===== src/hdl/gotr_pkg.sv =====
// Shared types and constants of the gravity orientation tracker.
`timescale 1ns / 1ps

package gotr_pkg;

   // shared multiplier: operand B width and the chunk width taken from operand A per pass
   localparam int MUL_CHUNK_BITS = 32;
   localparam int MUL_B_BITS     = 31;

   // fixed-point formats
   localparam int ALPHA_FRAC_BITS = 16;
   localparam int RATIO_FRAC_BITS = 8;
   localparam int RES_BITS_MAX    = 29;
   localparam int GZ_RESET_Q79    = -5023;

   // csr port
   localparam int CSR_INDEX_BITS = 3;
   localparam int CSR_DATA_BITS  = 16;

   typedef enum logic [CSR_INDEX_BITS-1:0] {
      CSR_LP_ALPHA        = 3'd0,
      CSR_RAISED_RATIO    = 3'd1,
      CSR_DOMINANCE_RATIO = 3'd2,
      CSR_ENTER_DWELL     = 3'd3,
      CSR_LEAVE_DWELL     = 3'd4,
      CSR_ACT_THRESHOLD   = 3'd5,
      CSR_ACT_DWELL       = 3'd6
   } csr_index_type;

   typedef enum logic [1:0] {
      ORIENT_NEUTRAL = 2'd0,
      ORIENT_FLAT    = 2'd1,
      ORIENT_RAISED  = 2'd2
   } orient_type;

   typedef struct packed {
      logic [15:0] lp_alpha;
      logic [11:0] raised_ratio;
      logic [11:0] dominance_ratio;
      logic [7:0]  enter_dwell;
      logic [7:0]  leave_dwell;
      logic [14:0] activity_threshold;
      logic [9:0]  activity_dwell;
   } cfg_type;

   localparam cfg_type CFG_RESET = '{
      lp_alpha:           16'd656,
      raised_ratio:       12'd256,
      dominance_ratio:    12'd384,
      enter_dwell:        8'd10,
      leave_dwell:        8'd30,
      activity_threshold: 15'd1024,
      activity_dwell:     10'd50
   };

   // multiplier handshake toward the sequencer
   typedef struct packed {
      logic ready;
      logic done;
   } mul_status_type;

endpackage


===== src/hdl/gotr_req_if.sv =====
// Sample input channel: valid/ready plus one three-axis accelerometer item.
`timescale 1ns / 1ps

interface gotr_req_if #(parameter int SAMPLE_BITS = 16);
   logic                          valid;
   logic                          ready;
   logic signed [SAMPLE_BITS-1:0] accel_x;
   logic signed [SAMPLE_BITS-1:0] accel_y;
   logic signed [SAMPLE_BITS-1:0] accel_z;

   modport source (output valid, output accel_x, output accel_y, output accel_z, input ready);
   modport sink   (input valid, input accel_x, input accel_y, input accel_z, output ready);
endinterface


===== src/hdl/gotr_rsp_if.sv =====
// Result channel: valid/ready plus filtered gravity, orientation and activity status.
`timescale 1ns / 1ps

interface gotr_rsp_if #(parameter int SAMPLE_BITS = 16);
   logic                          valid;
   logic                          ready;
   logic signed [SAMPLE_BITS-1:0] grav_x;
   logic signed [SAMPLE_BITS-1:0] grav_y;
   logic signed [SAMPLE_BITS-1:0] grav_z;
   logic [1:0]                    orientation;
   logic                          orientation_changed;
   logic                          motion_now;
   logic [9:0]                    quiet_samples;
   logic                          seeded_now;

   modport source (output valid, output grav_x, output grav_y, output grav_z,
                   output orientation, output orientation_changed, output motion_now,
                   output quiet_samples, output seeded_now, input ready);
   modport sink   (input valid, input grav_x, input grav_y, input grav_z,
                   input orientation, input orientation_changed, input motion_now,
                   input quiet_samples, input seeded_now, output ready);
endinterface


===== src/hdl/gotr_csr_if.sv =====
// Register write channel: valid/ready, register index and write data.
`timescale 1ns / 1ps

interface gotr_csr_if;
   logic                                valid;
   logic                                ready;
   logic [gotr_pkg::CSR_INDEX_BITS-1:0] index;
   logic [gotr_pkg::CSR_DATA_BITS-1:0]  data;

   modport source (output valid, output index, output data, input ready);
   modport sink   (input valid, input index, input data, output ready);
endinterface


===== src/hdl/gravity_orientation_tracker_unit.sv =====
// Top level: gravity low-pass filter, orientation dwell and motion detector.
// Ten products go through one shared multiplier, one issue per cycle while it is ready;
// products after the threshold square wait until the three filter products retire, and
// operand A takes more than one chunk pass when SAMPLE_BITS+FILTER_FRAC_BITS exceeds 32.
// A seeding sample skips the multiplier and goes straight to finish. One sample at a time.
// Synchronous reset restores register defaults and an unseeded filter; no clearing pass.
`timescale 1ns / 1ps

module gravity_orientation_tracker_unit #(
   parameter int SAMPLE_BITS      = 16,
   parameter int FILTER_FRAC_BITS = 8
) (
   input  logic       clock,
   input  logic       reset,
   gotr_csr_if.sink   csr_if,
   gotr_req_if.sink   req_if,
   gotr_rsp_if.source rsp_if
);

   localparam int SB        = SAMPLE_BITS;
   localparam int FB        = FILTER_FRAC_BITS;
   localparam int EW        = SB + FB;
   localparam int RES_SHIFT = (EW > gotr_pkg::RES_BITS_MAX) ? EW - gotr_pkg::RES_BITS_MAX : 0;
   localparam int MB        = gotr_pkg::MUL_B_BITS;
   localparam int MA        = (EW > MB) ? EW : MB;
   localparam int CW        = gotr_pkg::MUL_CHUNK_BITS;
   localparam int PW        = ((MA + CW - 1) / CW) * CW + MB;
   localparam int SUMW      = PW + 2;
   localparam int FW        = EW + gotr_pkg::ALPHA_FRAC_BITS + 2;

   localparam logic signed [EW:0]   HALF   = (EW+1)'((1 << FB) >> 1);
   localparam logic signed [SB:0]   SMAX   = (SB+1)'((longint'(1) << (SB - 1)) - 1);
   localparam logic signed [SB:0]   SMIN   = (SB+1)'(-(longint'(1) << (SB - 1)));
   localparam logic signed [FW-1:0] FROUND = FW'(1 << (gotr_pkg::ALPHA_FRAC_BITS - 1));
   localparam logic signed [EW-1:0] EST_Z_RESET =
      EW'(longint'(gotr_pkg::GZ_RESET_Q79) * (longint'(1) << FB));

   // operation sequence of one filtered sample
   localparam logic [3:0] OP_FILT_X   = 4'd0;
   localparam logic [3:0] OP_FILT_Y   = 4'd1;
   localparam logic [3:0] OP_FILT_Z   = 4'd2;
   localparam logic [3:0] OP_THR_SQ   = 4'd3;
   localparam logic [3:0] OP_RAISED   = 4'd4;
   localparam logic [3:0] OP_FLAT_X   = 4'd5;
   localparam logic [3:0] OP_FLAT_Y   = 4'd6;
   localparam logic [3:0] OP_RES_X    = 4'd7;
   localparam logic [3:0] OP_RES_Y    = 4'd8;
   localparam logic [3:0] OP_RES_Z    = 4'd9;
   localparam logic [3:0] OP_COUNT    = 4'd10;

   typedef enum logic [1:0] {
      S_IDLE,
      S_RUN,
      S_FIN
   } state_type;

   gotr_pkg::cfg_type        cfg;
   gotr_pkg::mul_status_type mul_stat;
   logic                     mul_start;
   logic [MA-1:0]            mul_a;
   logic [MB-1:0]            mul_b;
   logic [PW-1:0]            mul_product;

   state_type               state_ff, state_in;
   logic signed [SB-1:0]    smp_ff [3];
   logic signed [SB-1:0]    smp_in [3];
   logic signed [EW-1:0]    est_ff [3];
   logic signed [EW-1:0]    est_in [3];
   logic                    seeded_ff, seeded_in;
   logic                    seed_ff, seed_in;
   logic [3:0]              ic_ff, ic_in;
   logic [3:0]              rc_ff, rc_in;
   logic [PW-1:0]           thrsq_ff, thrsq_in;
   logic [SUMW-1:0]         sum_ff, sum_in;
   logic                    big_r_ff, big_r_in;
   logic                    flat_a_ff, flat_a_in;
   logic                    flat_b_ff, flat_b_in;
   gotr_pkg::orient_type    cand_ff, cand_in;
   logic [7:0]              hold_ff, hold_in;
   gotr_pkg::orient_type    commit_ff, commit_in;
   logic [9:0]              quiet_ff, quiet_in;
   logic                    rsp_valid_ff, rsp_valid_in;
   logic signed [SB-1:0]    grav_ff [3];
   logic signed [SB-1:0]    grav_in [3];
   logic                    changed_ff, changed_in;
   logic                    motion_ff, motion_in;
   logic                    rsp_seed_ff, rsp_seed_in;

   // per-axis helpers
   logic signed [EW-1:0]    smp_ext [3];
   logic signed [EW-1:0]    req_ext [3];
   logic signed [EW:0]      diff [3];
   logic                    diff_neg [3];
   logic [EW-1:0]           abs_d [3];
   logic [EW-1:0]           abs_g [3];
   logic signed [EW:0]      rnd [3];
   logic signed [SB:0]      rnd_q [3];
   logic signed [SB-1:0]    grav_sat [3];
   logic [MB-1:0]           thr_val;

   // retire helpers
   logic                    filt_neg;
   logic signed [EW-1:0]    filt_est;
   logic signed [FW-1:0]    filt_mag;
   logic signed [FW-1:0]    filt_sp;
   logic signed [FW-1:0]    filt_upd;
   logic signed [EW-1:0]    filt_new;
   logic [PW-1:0]           gx_scaled;
   logic [PW-1:0]           gz_scaled;

   // finish helpers
   logic                    out_free;
   logic                    gx_pos;
   logic                    gz_pos;
   gotr_pkg::orient_type    cls;
   logic [7:0]              need;
   logic                    issue_ok;

   gotr_cfg u_cfg (
      .clock  (clock),
      .reset  (reset),
      .csr_if (csr_if),
      .cfg    (cfg)
   );

   gotr_mul #(
      .A_BITS (MA),
      .B_BITS (MB)
   ) u_mul (
      .clock   (clock),
      .reset   (reset),
      .start   (mul_start),
      .a       (mul_a),
      .b       (mul_b),
      .status  (mul_stat),
      .product (mul_product)
   );

   // axis differences, magnitudes and output rounding
   always_comb begin
      for (int i = 0; i < 3; i++) begin
         smp_ext[i]  = EW'(smp_ff[i]) <<< FB;
         diff[i]     = (EW+1)'(smp_ext[i]) - (EW+1)'(est_ff[i]);
         diff_neg[i] = diff[i][EW];
         abs_d[i]    = diff_neg[i] ? EW'(-diff[i]) : EW'(diff[i]);
         abs_g[i]    = est_ff[i][EW-1] ? EW'(-est_ff[i]) : EW'(est_ff[i]);
         rnd[i]      = (EW+1)'(est_ff[i]) + HALF;
         rnd_q[i]    = (SB+1)'(rnd[i] >>> FB);
         if (rnd_q[i] > SMAX) begin
            grav_sat[i] = SB'(SMAX);
         end else if (rnd_q[i] < SMIN) begin
            grav_sat[i] = SB'(SMIN);
         end else begin
            grav_sat[i] = SB'(rnd_q[i]);
         end
      end
      req_ext[0] = EW'(req_if.accel_x) <<< FB;
      req_ext[1] = EW'(req_if.accel_y) <<< FB;
      req_ext[2] = EW'(req_if.accel_z) <<< FB;
      thr_val    = MB'((MB'(cfg.activity_threshold) << FB) >> RES_SHIFT);
   end

   // operand select for the next product
   always_comb begin
      issue_ok  = (ic_ff < OP_COUNT) && ((ic_ff <= OP_THR_SQ) || (rc_ff > OP_FILT_Z));
      mul_start = (state_ff == S_RUN) && mul_stat.ready && issue_ok;
      case (ic_ff)
         OP_FILT_X: begin
            mul_a = MA'(abs_d[0]);
            mul_b = MB'(cfg.lp_alpha);
         end
         OP_FILT_Y: begin
            mul_a = MA'(abs_d[1]);
            mul_b = MB'(cfg.lp_alpha);
         end
         OP_FILT_Z: begin
            mul_a = MA'(abs_d[2]);
            mul_b = MB'(cfg.lp_alpha);
         end
         OP_THR_SQ: begin
            mul_a = MA'(thr_val);
            mul_b = thr_val;
         end
         OP_RAISED: begin
            mul_a = MA'(abs_g[2]);
            mul_b = MB'(cfg.raised_ratio);
         end
         OP_FLAT_X: begin
            mul_a = MA'(abs_g[0]);
            mul_b = MB'(cfg.dominance_ratio);
         end
         OP_FLAT_Y: begin
            mul_a = MA'(abs_g[1]);
            mul_b = MB'(cfg.dominance_ratio);
         end
         OP_RES_X: begin
            mul_a = MA'(abs_d[0] >> RES_SHIFT);
            mul_b = MB'(abs_d[0] >> RES_SHIFT);
         end
         OP_RES_Y: begin
            mul_a = MA'(abs_d[1] >> RES_SHIFT);
            mul_b = MB'(abs_d[1] >> RES_SHIFT);
         end
         OP_RES_Z: begin
            mul_a = MA'(abs_d[2] >> RES_SHIFT);
            mul_b = MB'(abs_d[2] >> RES_SHIFT);
         end
         default: begin
            mul_a = '0;
            mul_b = '0;
         end
      endcase
   end

   // filter step: est += round(alpha * d / 2^16), floor after adding half
   always_comb begin
      case (rc_ff)
         OP_FILT_X: begin
            filt_neg = diff_neg[0];
            filt_est = est_ff[0];
         end
         OP_FILT_Y: begin
            filt_neg = diff_neg[1];
            filt_est = est_ff[1];
         end
         default: begin
            filt_neg = diff_neg[2];
            filt_est = est_ff[2];
         end
      endcase
      filt_mag  = $signed(FW'(mul_product[EW+gotr_pkg::ALPHA_FRAC_BITS-1:0]));
      filt_sp   = filt_neg ? -filt_mag : filt_mag;
      filt_upd  = (filt_sp + FROUND) >>> gotr_pkg::ALPHA_FRAC_BITS;
      filt_new  = filt_est + EW'(filt_upd);
      gx_scaled = PW'($unsigned(est_ff[0])) << gotr_pkg::RATIO_FRAC_BITS;
      gz_scaled = PW'($unsigned(est_ff[2])) << gotr_pkg::RATIO_FRAC_BITS;
   end

   // classification of the updated estimate and result slot check
   always_comb begin
      gx_pos = !est_ff[0][EW-1] && (est_ff[0] != '0);
      gz_pos = !est_ff[2][EW-1] && (est_ff[2] != '0);
      if (gx_pos && big_r_ff) begin
         cls = gotr_pkg::ORIENT_RAISED;
      end else if (gz_pos && flat_a_ff && flat_b_ff) begin
         cls = gotr_pkg::ORIENT_FLAT;
      end else begin
         cls = gotr_pkg::ORIENT_NEUTRAL;
      end
      out_free = !rsp_valid_ff || rsp_if.ready;
   end

   // sequencer next state
   always_comb begin
      state_in     = state_ff;
      smp_in       = smp_ff;
      est_in       = est_ff;
      seeded_in    = seeded_ff;
      seed_in      = seed_ff;
      ic_in        = ic_ff;
      rc_in        = rc_ff;
      thrsq_in     = thrsq_ff;
      sum_in       = sum_ff;
      big_r_in     = big_r_ff;
      flat_a_in    = flat_a_ff;
      flat_b_in    = flat_b_ff;
      cand_in      = cand_ff;
      hold_in      = hold_ff;
      commit_in    = commit_ff;
      quiet_in     = quiet_ff;
      grav_in      = grav_ff;
      changed_in   = changed_ff;
      motion_in    = motion_ff;
      rsp_seed_in  = rsp_seed_ff;
      need         = cfg.leave_dwell;
      rsp_valid_in = rsp_valid_ff && !rsp_if.ready;

      case (state_ff)
         S_IDLE: begin
            if (req_if.valid) begin
               smp_in[0] = req_if.accel_x;
               smp_in[1] = req_if.accel_y;
               smp_in[2] = req_if.accel_z;
               ic_in     = OP_FILT_X;
               rc_in     = OP_FILT_X;
               sum_in    = '0;
               seed_in   = !seeded_ff;
               if (!seeded_ff) begin
                  // first sample only seeds the estimate
                  est_in    = req_ext;
                  seeded_in = 1'b1;
                  state_in  = S_FIN;
               end else begin
                  state_in = S_RUN;
               end
            end
         end

         S_RUN: begin
            if (mul_start) begin
               ic_in = ic_ff + 4'd1;
            end
            // retire products in issue order
            if (mul_stat.done) begin
               rc_in = rc_ff + 4'd1;
               case (rc_ff)
                  OP_FILT_X: est_in[0] = filt_new;
                  OP_FILT_Y: est_in[1] = filt_new;
                  OP_FILT_Z: est_in[2] = filt_new;
                  OP_THR_SQ: thrsq_in  = mul_product;
                  OP_RAISED: big_r_in  = gx_scaled > mul_product;
                  OP_FLAT_X: flat_a_in = gz_scaled > mul_product;
                  OP_FLAT_Y: flat_b_in = gz_scaled > mul_product;
                  OP_RES_X, OP_RES_Y, OP_RES_Z: sum_in = sum_ff + SUMW'(mul_product);
                  default: rc_in = rc_ff;
               endcase
               if (rc_ff == OP_RES_Z) begin
                  state_in = S_FIN;
               end
            end
         end

         S_FIN: begin
            if (out_free) begin
               changed_in = 1'b0;
               motion_in  = 1'b0;
               if (!seed_ff) begin
                  // candidate dwell, hold count capped at leave_dwell
                  if (cls == cand_ff) begin
                     if (hold_ff < cfg.leave_dwell) begin
                        hold_in = hold_ff + 8'd1;
                     end
                  end else begin
                     cand_in = cls;
                     hold_in = 8'd1;
                  end
                  need = (cand_in == gotr_pkg::ORIENT_NEUTRAL) ? cfg.leave_dwell
                                                               : cfg.enter_dwell;
                  if (hold_in >= need && cand_in != commit_ff) begin
                     commit_in  = cand_in;
                     changed_in = 1'b1;
                  end
                  // squared residual against squared threshold
                  if (sum_ff > SUMW'(thrsq_ff)) begin
                     motion_in = 1'b1;
                     quiet_in  = '0;
                  end else if (quiet_ff < cfg.activity_dwell) begin
                     quiet_in = quiet_ff + 10'd1;
                  end
               end
               grav_in      = grav_sat;
               rsp_seed_in  = seed_ff;
               rsp_valid_in = 1'b1;
               state_in     = S_IDLE;
            end
         end

         default: state_in = S_IDLE;
      endcase
   end

   always_ff @(posedge clock) begin
      if (reset) begin
         state_ff     <= S_IDLE;
         est_ff[0]    <= '0;
         est_ff[1]    <= '0;
         est_ff[2]    <= EST_Z_RESET;
         seeded_ff    <= 1'b0;
         ic_ff        <= '0;
         rc_ff        <= '0;
         cand_ff      <= gotr_pkg::ORIENT_NEUTRAL;
         hold_ff      <= '0;
         commit_ff    <= gotr_pkg::ORIENT_NEUTRAL;
         quiet_ff     <= gotr_pkg::CFG_RESET.activity_dwell;
         rsp_valid_ff <= 1'b0;
      end else begin
         state_ff     <= state_in;
         est_ff       <= est_in;
         seeded_ff    <= seeded_in;
         ic_ff        <= ic_in;
         rc_ff        <= rc_in;
         cand_ff      <= cand_in;
         hold_ff      <= hold_in;
         commit_ff    <= commit_in;
         quiet_ff     <= quiet_in;
         rsp_valid_ff <= rsp_valid_in;
      end
      smp_ff      <= smp_in;
      seed_ff     <= seed_in;
      thrsq_ff    <= thrsq_in;
      sum_ff      <= sum_in;
      big_r_ff    <= big_r_in;
      flat_a_ff   <= flat_a_in;
      flat_b_ff   <= flat_b_in;
      grav_ff     <= grav_in;
      changed_ff  <= changed_in;
      motion_ff   <= motion_in;
      rsp_seed_ff <= rsp_seed_in;
   end

   // channel ports
   assign req_if.ready               = (state_ff == S_IDLE);
   assign rsp_if.valid               = rsp_valid_ff;
   assign rsp_if.grav_x              = grav_ff[0];
   assign rsp_if.grav_y              = grav_ff[1];
   assign rsp_if.grav_z              = grav_ff[2];
   assign rsp_if.orientation         = commit_ff;
   assign rsp_if.orientation_changed = changed_ff;
   assign rsp_if.motion_now          = motion_ff;
   assign rsp_if.quiet_samples       = quiet_ff;
   assign rsp_if.seeded_now          = rsp_seed_ff;

`ifndef SYNTHESIS
   // products only come back while a sample is being worked on
   a_mul_done_in_run: assert property (@(posedge clock) disable iff (reset)
      mul_stat.done |-> state_ff == S_RUN)
      else $error("multiplier result outside of run state");

   // retire never overtakes issue
   a_retire_order: assert property (@(posedge clock) disable iff (reset)
      state_ff == S_RUN |-> rc_ff <= ic_ff)
      else $error("product retired before issue");

   // a seeding result carries no orientation change and no motion
   a_seed_quiet: assert property (@(posedge clock) disable iff (reset)
      rsp_valid_ff && rsp_seed_ff |-> !changed_ff && !motion_ff)
      else $error("seeding result flags orientation change or motion");

   // a reported change always lands on the candidate orientation
   a_change_is_cand: assert property (@(posedge clock) disable iff (reset)
      state_ff == S_FIN && out_free ##1 changed_ff |-> commit_ff == cand_ff)
      else $error("committed orientation differs from candidate");
`endif

endmodule


===== src/hdl/gotr_cfg.sv =====
// Configuration register file written through the csr channel.
`timescale 1ns / 1ps

module gotr_cfg (
   input  logic              clock,
   input  logic              reset,
   gotr_csr_if.sink          csr_if,
   output gotr_pkg::cfg_type cfg
);

   gotr_pkg::cfg_type cfg_ff;
   gotr_pkg::cfg_type cfg_in;

   // writes are always accepted
   assign csr_if.ready = 1'b1;

   // register decode; unknown indexes are dropped
   always_comb begin
      cfg_in = cfg_ff;
      if (csr_if.valid) begin
         case (csr_if.index)
            gotr_pkg::CSR_LP_ALPHA:        cfg_in.lp_alpha           = csr_if.data[15:0];
            gotr_pkg::CSR_RAISED_RATIO:    cfg_in.raised_ratio       = csr_if.data[11:0];
            gotr_pkg::CSR_DOMINANCE_RATIO: cfg_in.dominance_ratio    = csr_if.data[11:0];
            gotr_pkg::CSR_ENTER_DWELL:     cfg_in.enter_dwell        = csr_if.data[7:0];
            gotr_pkg::CSR_LEAVE_DWELL:     cfg_in.leave_dwell        = csr_if.data[7:0];
            gotr_pkg::CSR_ACT_THRESHOLD:   cfg_in.activity_threshold = csr_if.data[14:0];
            gotr_pkg::CSR_ACT_DWELL:       cfg_in.activity_dwell     = csr_if.data[9:0];
            default:                       cfg_in = cfg_ff;
         endcase
      end
   end

   always_ff @(posedge clock) begin
      if (reset) begin
         cfg_ff <= gotr_pkg::CFG_RESET;
      end else begin
         cfg_ff <= cfg_in;
      end
   end

   assign cfg = cfg_ff;

endmodule


===== src/hdl/gotr_mul.sv =====
// Shared unsigned multiplier: operand A in 32-bit chunks, partial product registered.
`timescale 1ns / 1ps

module gotr_mul #(
   parameter int A_BITS = 31,
   parameter int B_BITS = 31
) (
   input  logic                           clock,
   input  logic                           reset,
   input  logic                           start,
   input  logic [A_BITS-1:0]              a,
   input  logic [B_BITS-1:0]              b,
   output gotr_pkg::mul_status_type       status,
   output logic [((A_BITS+gotr_pkg::MUL_CHUNK_BITS-1)/gotr_pkg::MUL_CHUNK_BITS)
                 *gotr_pkg::MUL_CHUNK_BITS+B_BITS-1:0] product
);

   localparam int CW        = gotr_pkg::MUL_CHUNK_BITS;
   localparam int NC        = (A_BITS + CW - 1) / CW;
   localparam int APW       = NC * CW;
   localparam int PW        = APW + B_BITS;
   localparam int PART_BITS = B_BITS + CW;
   localparam int CNT_BITS  = (NC > 1) ? $clog2(NC) : 1;

   logic [APW-1:0]       a_ff, a_in;
   logic [B_BITS-1:0]    b_ff, b_in;
   logic [CNT_BITS-1:0]  rem_ff, rem_in;
   logic [PART_BITS-1:0] part_ff, part_in;
   logic                 part_vld_ff, part_vld_in;
   logic                 part_first_ff, part_first_in;
   logic                 part_last_ff, part_last_in;
   logic [PW-1:0]        acc_ff, acc_in;
   logic                 done_ff, done_in;

   logic [APW-1:0]       a_pad;
   logic [CW-1:0]        mul_a;
   logic [B_BITS-1:0]    mul_b;

   // stage 1: one chunk product per cycle, most significant chunk first
   always_comb begin
      a_pad         = APW'(a);
      mul_a         = start ? a_pad[APW-1 -: CW] : a_ff[APW-1 -: CW];
      mul_b         = start ? b : b_ff;
      part_in       = PART_BITS'(mul_b) * PART_BITS'(mul_a);
      a_in          = a_ff;
      b_in          = b_ff;
      rem_in        = rem_ff;
      part_vld_in   = 1'b0;
      part_first_in = 1'b0;
      part_last_in  = 1'b0;
      if (start) begin
         a_in          = a_pad << CW;
         b_in          = b;
         rem_in        = CNT_BITS'(NC - 1);
         part_vld_in   = 1'b1;
         part_first_in = 1'b1;
         part_last_in  = (NC == 1);
      end else if (rem_ff != '0) begin
         a_in         = a_ff << CW;
         rem_in       = rem_ff - CNT_BITS'(1);
         part_vld_in  = 1'b1;
         part_last_in = (rem_ff == CNT_BITS'(1));
      end
   end

   // stage 2: shift-accumulate
   always_comb begin
      acc_in  = acc_ff;
      done_in = 1'b0;
      if (part_vld_ff) begin
         acc_in  = part_first_ff ? PW'(part_ff) : (acc_ff << CW) + PW'(part_ff);
         done_in = part_last_ff;
      end
   end

   always_ff @(posedge clock) begin
      if (reset) begin
         rem_ff      <= '0;
         part_vld_ff <= 1'b0;
         done_ff     <= 1'b0;
      end else begin
         rem_ff      <= rem_in;
         part_vld_ff <= part_vld_in;
         done_ff     <= done_in;
      end
      a_ff          <= a_in;
      b_ff          <= b_in;
      part_ff       <= part_in;
      part_first_ff <= part_first_in;
      part_last_ff  <= part_last_in;
      acc_ff        <= acc_in;
   end

   assign status.ready = (rem_ff == '0);
   assign status.done  = done_ff;
   assign product      = acc_ff;

endmodule


===== src/flat_wrapper.sv =====
// flat-port wrapper written by rule: the top's interface ports become plain ports
module gravity_orientation_tracker_unit_flat 
#(
   parameter int SAMPLE_BITS      = 16,
   parameter int FILTER_FRAC_BITS = 8
)
  (clock, reset, csr_if_valid, csr_if_index, csr_if_data, csr_if_ready, req_if_valid, req_if_accel_x, req_if_accel_y, req_if_accel_z, req_if_ready, rsp_if_valid, rsp_if_grav_x, rsp_if_grav_y, rsp_if_grav_z, rsp_if_orientation, rsp_if_orientation_changed, rsp_if_motion_now, rsp_if_quiet_samples, rsp_if_seeded_now, rsp_if_ready);
  gotr_csr_if csr_if_i ();
  gotr_req_if #(.SAMPLE_BITS(SAMPLE_BITS)) req_if_i ();
  gotr_rsp_if #(.SAMPLE_BITS(SAMPLE_BITS)) rsp_if_i ();
  input  logic clock;
  input  logic reset;
  input wire logic [$bits(csr_if_i.valid)-1:0] csr_if_valid;
  input wire logic [$bits(csr_if_i.index)-1:0] csr_if_index;
  input wire logic [$bits(csr_if_i.data)-1:0] csr_if_data;
  output wire logic [$bits(csr_if_i.ready)-1:0] csr_if_ready;
  input wire logic [$bits(req_if_i.valid)-1:0] req_if_valid;
  input wire logic [$bits(req_if_i.accel_x)-1:0] req_if_accel_x;
  input wire logic [$bits(req_if_i.accel_y)-1:0] req_if_accel_y;
  input wire logic [$bits(req_if_i.accel_z)-1:0] req_if_accel_z;
  output wire logic [$bits(req_if_i.ready)-1:0] req_if_ready;
  output wire logic [$bits(rsp_if_i.valid)-1:0] rsp_if_valid;
  output wire logic [$bits(rsp_if_i.grav_x)-1:0] rsp_if_grav_x;
  output wire logic [$bits(rsp_if_i.grav_y)-1:0] rsp_if_grav_y;
  output wire logic [$bits(rsp_if_i.grav_z)-1:0] rsp_if_grav_z;
  output wire logic [$bits(rsp_if_i.orientation)-1:0] rsp_if_orientation;
  output wire logic [$bits(rsp_if_i.orientation_changed)-1:0] rsp_if_orientation_changed;
  output wire logic [$bits(rsp_if_i.motion_now)-1:0] rsp_if_motion_now;
  output wire logic [$bits(rsp_if_i.quiet_samples)-1:0] rsp_if_quiet_samples;
  output wire logic [$bits(rsp_if_i.seeded_now)-1:0] rsp_if_seeded_now;
  input wire logic [$bits(rsp_if_i.ready)-1:0] rsp_if_ready;
  assign csr_if_i.valid = csr_if_valid;
  assign csr_if_i.index = csr_if_index;
  assign csr_if_i.data = csr_if_data;
  assign csr_if_ready = csr_if_i.ready;
  assign req_if_i.valid = req_if_valid;
  assign req_if_i.accel_x = req_if_accel_x;
  assign req_if_i.accel_y = req_if_accel_y;
  assign req_if_i.accel_z = req_if_accel_z;
  assign req_if_ready = req_if_i.ready;
  assign rsp_if_valid = rsp_if_i.valid;
  assign rsp_if_grav_x = rsp_if_i.grav_x;
  assign rsp_if_grav_y = rsp_if_i.grav_y;
  assign rsp_if_grav_z = rsp_if_i.grav_z;
  assign rsp_if_orientation = rsp_if_i.orientation;
  assign rsp_if_orientation_changed = rsp_if_i.orientation_changed;
  assign rsp_if_motion_now = rsp_if_i.motion_now;
  assign rsp_if_quiet_samples = rsp_if_i.quiet_samples;
  assign rsp_if_seeded_now = rsp_if_i.seeded_now;
  assign rsp_if_i.ready = rsp_if_ready;
  gravity_orientation_tracker_unit #(.SAMPLE_BITS(SAMPLE_BITS), .FILTER_FRAC_BITS(FILTER_FRAC_BITS)) u_core (.clock(clock), .reset(reset), .csr_if(csr_if_i), .req_if(req_if_i), .rsp_if(rsp_if_i));
endmodule

===== config.mk =====
export PLATFORM = sky130hd
export DESIGN_NAME = gravity_orientation_tracker_unit_flat
export DESIGN_NICKNAME = d
export VERILOG_FILES = /design/src/hdl/gotr_pkg.sv /design/src/hdl/gotr_req_if.sv /design/src/hdl/gotr_rsp_if.sv /design/src/hdl/gotr_csr_if.sv /design/src/hdl/gravity_orientation_tracker_unit.sv /design/src/hdl/gotr_cfg.sv /design/src/hdl/gotr_mul.sv /design/src/flat_wrapper.sv
export SDC_FILE = /design/constraint.sdc
export NUM_CORES = 2
export LEC_CHECK = 0
export ABC_AREA = 1
export BUFFER_PORTS_ARGS = -buffer_cell sky130_fd_sc_hd__clkbuf_2
export CORE_MARGIN = 8
export CORE_UTILIZATION = 55
export DETAILED_ROUTE_END_ITERATION = 7
export HOLD_SLACK_MARGIN = 0.05
export PLACE_DENSITY = 0.73
export SYNTH_ARGS = -nofsm -noshare
export SYNTH_HDL_FRONTEND = slang
export SYNTH_SLANG_ARGS = --single-unit
export TNS_END_PERCENT = 30

===== constraint.sdc =====
create_clock -name clock -period 8.1 [get_ports clock]
set_input_delay 0.405 -clock clock [delete_from_list [all_inputs] [get_ports clock]]
set_output_delay 0.405 -clock clock [all_outputs]
set_load 0.005 [all_outputs]

==> metrics.txt <==
Initial Util=55.4%; crit-path max FO=13; Row Count=124; failing checks=setup timing; Die H=355 um; wire per inst=22.5 um; #FFs+latches synth=568; clock skew after layout=42.2 ps; Tot GR Track Use=38.9%; crit end category=register; Final HPWL DP=203000 um; pwr dens=498 nW/um2; Max-Cap Viols=0; Syn Area/Cell=between 7 and 8 um2; Setup Viol. Count Final=47; P&R area growth vs syn=31.9%; first-pass GRT wire length=377000 um; Post-Route WL=253000 um; CP Buf/Inv Count=12; pin slew with the least headroom to its limit=1270 ps; Tot Pwr=41600 uW; CTS Buf Count=70; Vias=64240; 1st-pass router iterations=8; CTS tree=yes; I/O Buffers=136; DRC=0; Worst Hold Class=in -> reg; post-route setup slack=-1210 ps; asr flop ratio synth=0%; synth warn=0; TNS Setup=-26120 ps; Primary FF master, synth=edfxtp_1; crit path kind=reg -> reg; Final Hold Viols=0; Leak=0.0412 uW; Syn Std Cell Area=63400 um2; unrepaired setup endpoints after global routing=yes; Worst VDD drop=0.545 mV; I/O pin total=138; Iter 0 DRT Violations=7293; Critical Path Source Type=register; Layout Nets=approximately 11000; CP top delay family=adder cells; Routed Antenna Nets=0; Relative slew margins=between 15 and 20%; Tmin final=around 9300 ps; Clock Root Buffer=clkbuf_16; via/cell ratio=5.69; status=complete, but fails checks; gr ovfl total=0; period utilization=115%; vias in the first global route=64481; initial antenna violation count=13; clk slew on worst S/H paths=60 ps; Syn Inst Count=8090; die area=roughly 130000 um2; CP max-delay cell=fa_1; share of layout cells above drive strength 1=26.0%; Seq/Total Area, Yosys=between 20% and 30%; Fin Hold WS=96.3 ps; dpl ws=-1570 ps; CTS sink count=568; Final GP Congestion=1.06; Die Width=between 300 and 400 um; Required @ worst endpoint=8650 ps; CTS H-tree depth=3; Yosys cell types=79; Slew Limit Fails=0; largest net degree at the start of global routing=between 90 and 100; Post-synth EDFFs=294; CP peak stage delay=690 ps; Top cell by count, worst path=fa_1; Worst-Skew Late Latency=690 ps; Critical Path AT=9860 ps; Core Box Area=approximately 110000 um2; achievable frequency=roughly 0.11 GHz; Clock Path Buffers=3
## routing by layer
layer / vias to the layer above / share of wire, % / global-route usage [%] / routed length [um]
met2: 3373 / 43 / 58.9 / 108000
met5: - / 0.084 / 0 / 214
met3: 809 / 12 / 11.1 / 29400
li1: 29118 / - / - / -
met4: 14 / 6.3 / 19.4 / 16100
met1: 30926 / 39 / 50.8 / 99300
## report_power, final
group	switching, uW	internal, uW	total (uW)	leakage, uW
clock	1420	1870	3290	0.00114
combinational	19400	14200	33600	0.0350
sequential	691	4080	4780	0.00501
total	21500	20100	41600	0.0412
## layout make-up
| cell class | instances | area (um2) |
|---|---|---|
| inverter | 1546 | 5870 |
| multi-input combinational | 5930 | 46300 |
| clock inverter | 36 | 358 |
| tap | 1512 | 1890 |
| sequential | 568 | 14300 |
| fill | 8742 | 30700 |
| clock buffer | 94 | 2020 |
| antenna | 1 | 2.50 |
| timing repair buffer | 1595 | 12800 |
## stage by stage
stage               util [%]  cells  cell area, um2
global placement        66.3  10892           75900
detailed placement      66.3  10892           75900
floorplan                  -   8259           64800
finish                  73.1  11282           83600
global route            73.1  11282           83600
CTS                     71.4  11228           81700
## placed cells by master, fill, tap and decap left out, types with 80 or more instances in the layout
| cell type | instances |
|---|---|
| edfxtp_1 | 294 |
| nand2_1 | 1438 |
| ha_4 | 80 |
| conb_1 | 171 |
| clkbuf_2 | 136 |
| o21ai_0 | 400 |
| inv_1 | 1376 |
| nand3_1 | 228 |
| a21oi_1 | 558 |
| ha_1 | 423 |
| buf_4 | 1279 |
| inv_2 | 144 |
| nand4_1 | 111 |
| dfxtp_1 | 255 |
| fa_1 | 611 |
| nand2_2 | 147 |
| xor2_1 | 124 |
| nor2_1 | 648 |
## logic make-up after synthesis
logic type / Yosys count / share of synthesized area (%)
compound gates: 1443 / 13.0
buf+inv: 1763 / 10.8
xor+xnor: 232 / 3.38
other cells: 2 / 0.0118
simple gates: 2930 / 19.8
flops: 568 / 22.6
mux: 1 / 0.0178
fa+ha+maj: 1151 / 30.3
## synth_stat cells, drive strengths merged, types with 5 or more instances
master / n / area [um2]
and2: 6 / 37.5
clkbuf: 117 / 440
a21oi: 623 / 3130
nor4: 28 / 175
nor2: 743 / 2930
or2: 24 / 150
inv: 1532 / 5760
o31ai: 16 / 120
nand3: 274 / 1520
dfxtp: 274 / 5490
edfxtp: 294 / 8830
nand4: 116 / 757
clkinv: 14 / 52.6
a21o: 13 / 97.6
o221ai: 30 / 263
o21bai: 14 / 105
a31oi: 60 / 375
o211ai: 47 / 358
nand2: 1624 / 6250
ha: 510 / 6380
a221oi: 52 / 455
o21ai: 466 / 2390
buf: 100 / 617
nand3b: 9 / 80.1
xnor2: 66 / 601
nor3: 96 / 577
a21boi: 15 / 113
xor2: 166 / 1540
o221a: 5 / 56.3
o2111ai: 12 / 111
o21a: 50 / 375
a211oi: 14 / 105
fa: 641 / 12800
o22ai: 5 / 31.3
## flip-flops by register name (all words and copies together) (netlist names), 2 cells and up
register and count:
u_core.u_mul.product 63, u_core.est_ff 72, u_core.rsp_if.quiet_samples 10, u_core.state_ff 2, u_core.u_cfg.cfg 81, u_core.rsp_if.grav_y 16
u_core.smp_ext 48, u_core.rc_ff 4, u_core.rsp_if.orientation 2, u_core.thrsq_ff 63, u_core.u_mul.b_ff 24, u_core.ic_ff 4
u_core.rsp_if.grav_x 16, u_core.cand_ff 2, u_core.rsp_if.grav_z 16, u_core.u_mul.part_ff 58, u_core.hold_ff 8, u_core.sum_ff 65
## path summary, 6_finish.rpt
check,from,to,slack (ps),depth (start not counted)
worst max register to register,u_core.smp_ext[44]$_DFFE_PP_,u_core.u_mul.part_ff[42]$_DFF_P_,-1210,44
worst max-delay path,u_core.smp_ext[44]$_DFFE_PP_,u_core.u_mul.part_ff[42]$_DFF_P_,-1210,44
worst min-delay path,csr_if_data[9],u_core.u_cfg.cfg[74]$_SDFFE_PP1P_,100,3
worst min register to register,u_core.u_mul.part_ff[11]$_DFF_P_,u_core.u_mul.product[11]$_DFFE_PP_,400,0
## repair_timing
| item | CTS | global route |
|---|---|---|
| endpoints found under the setup margin | 35 | 88 |
| endpoints found under the hold margin | 62 | 0 |
| cloned | 5 | 2 |
| resized for setup | 383 | 377 |
| hold buffers | 55 | 0 |
| setup buffers | 151 | 74 |
| pin swaps | 192 | 222 |
## worst register-to-register path: cells and delay by family (launching register included)
family	cells	cell delay (ps)
AOI/OAI and AO/OA	8	1330
xor gates and xnor gates	2	290
adders and majority gates	9	4350
buffers and inverters	12	1340
DFF	1	560
and+or+nand+nor	13	1300
Note: power is estimated with default switching activity, not from simulation.
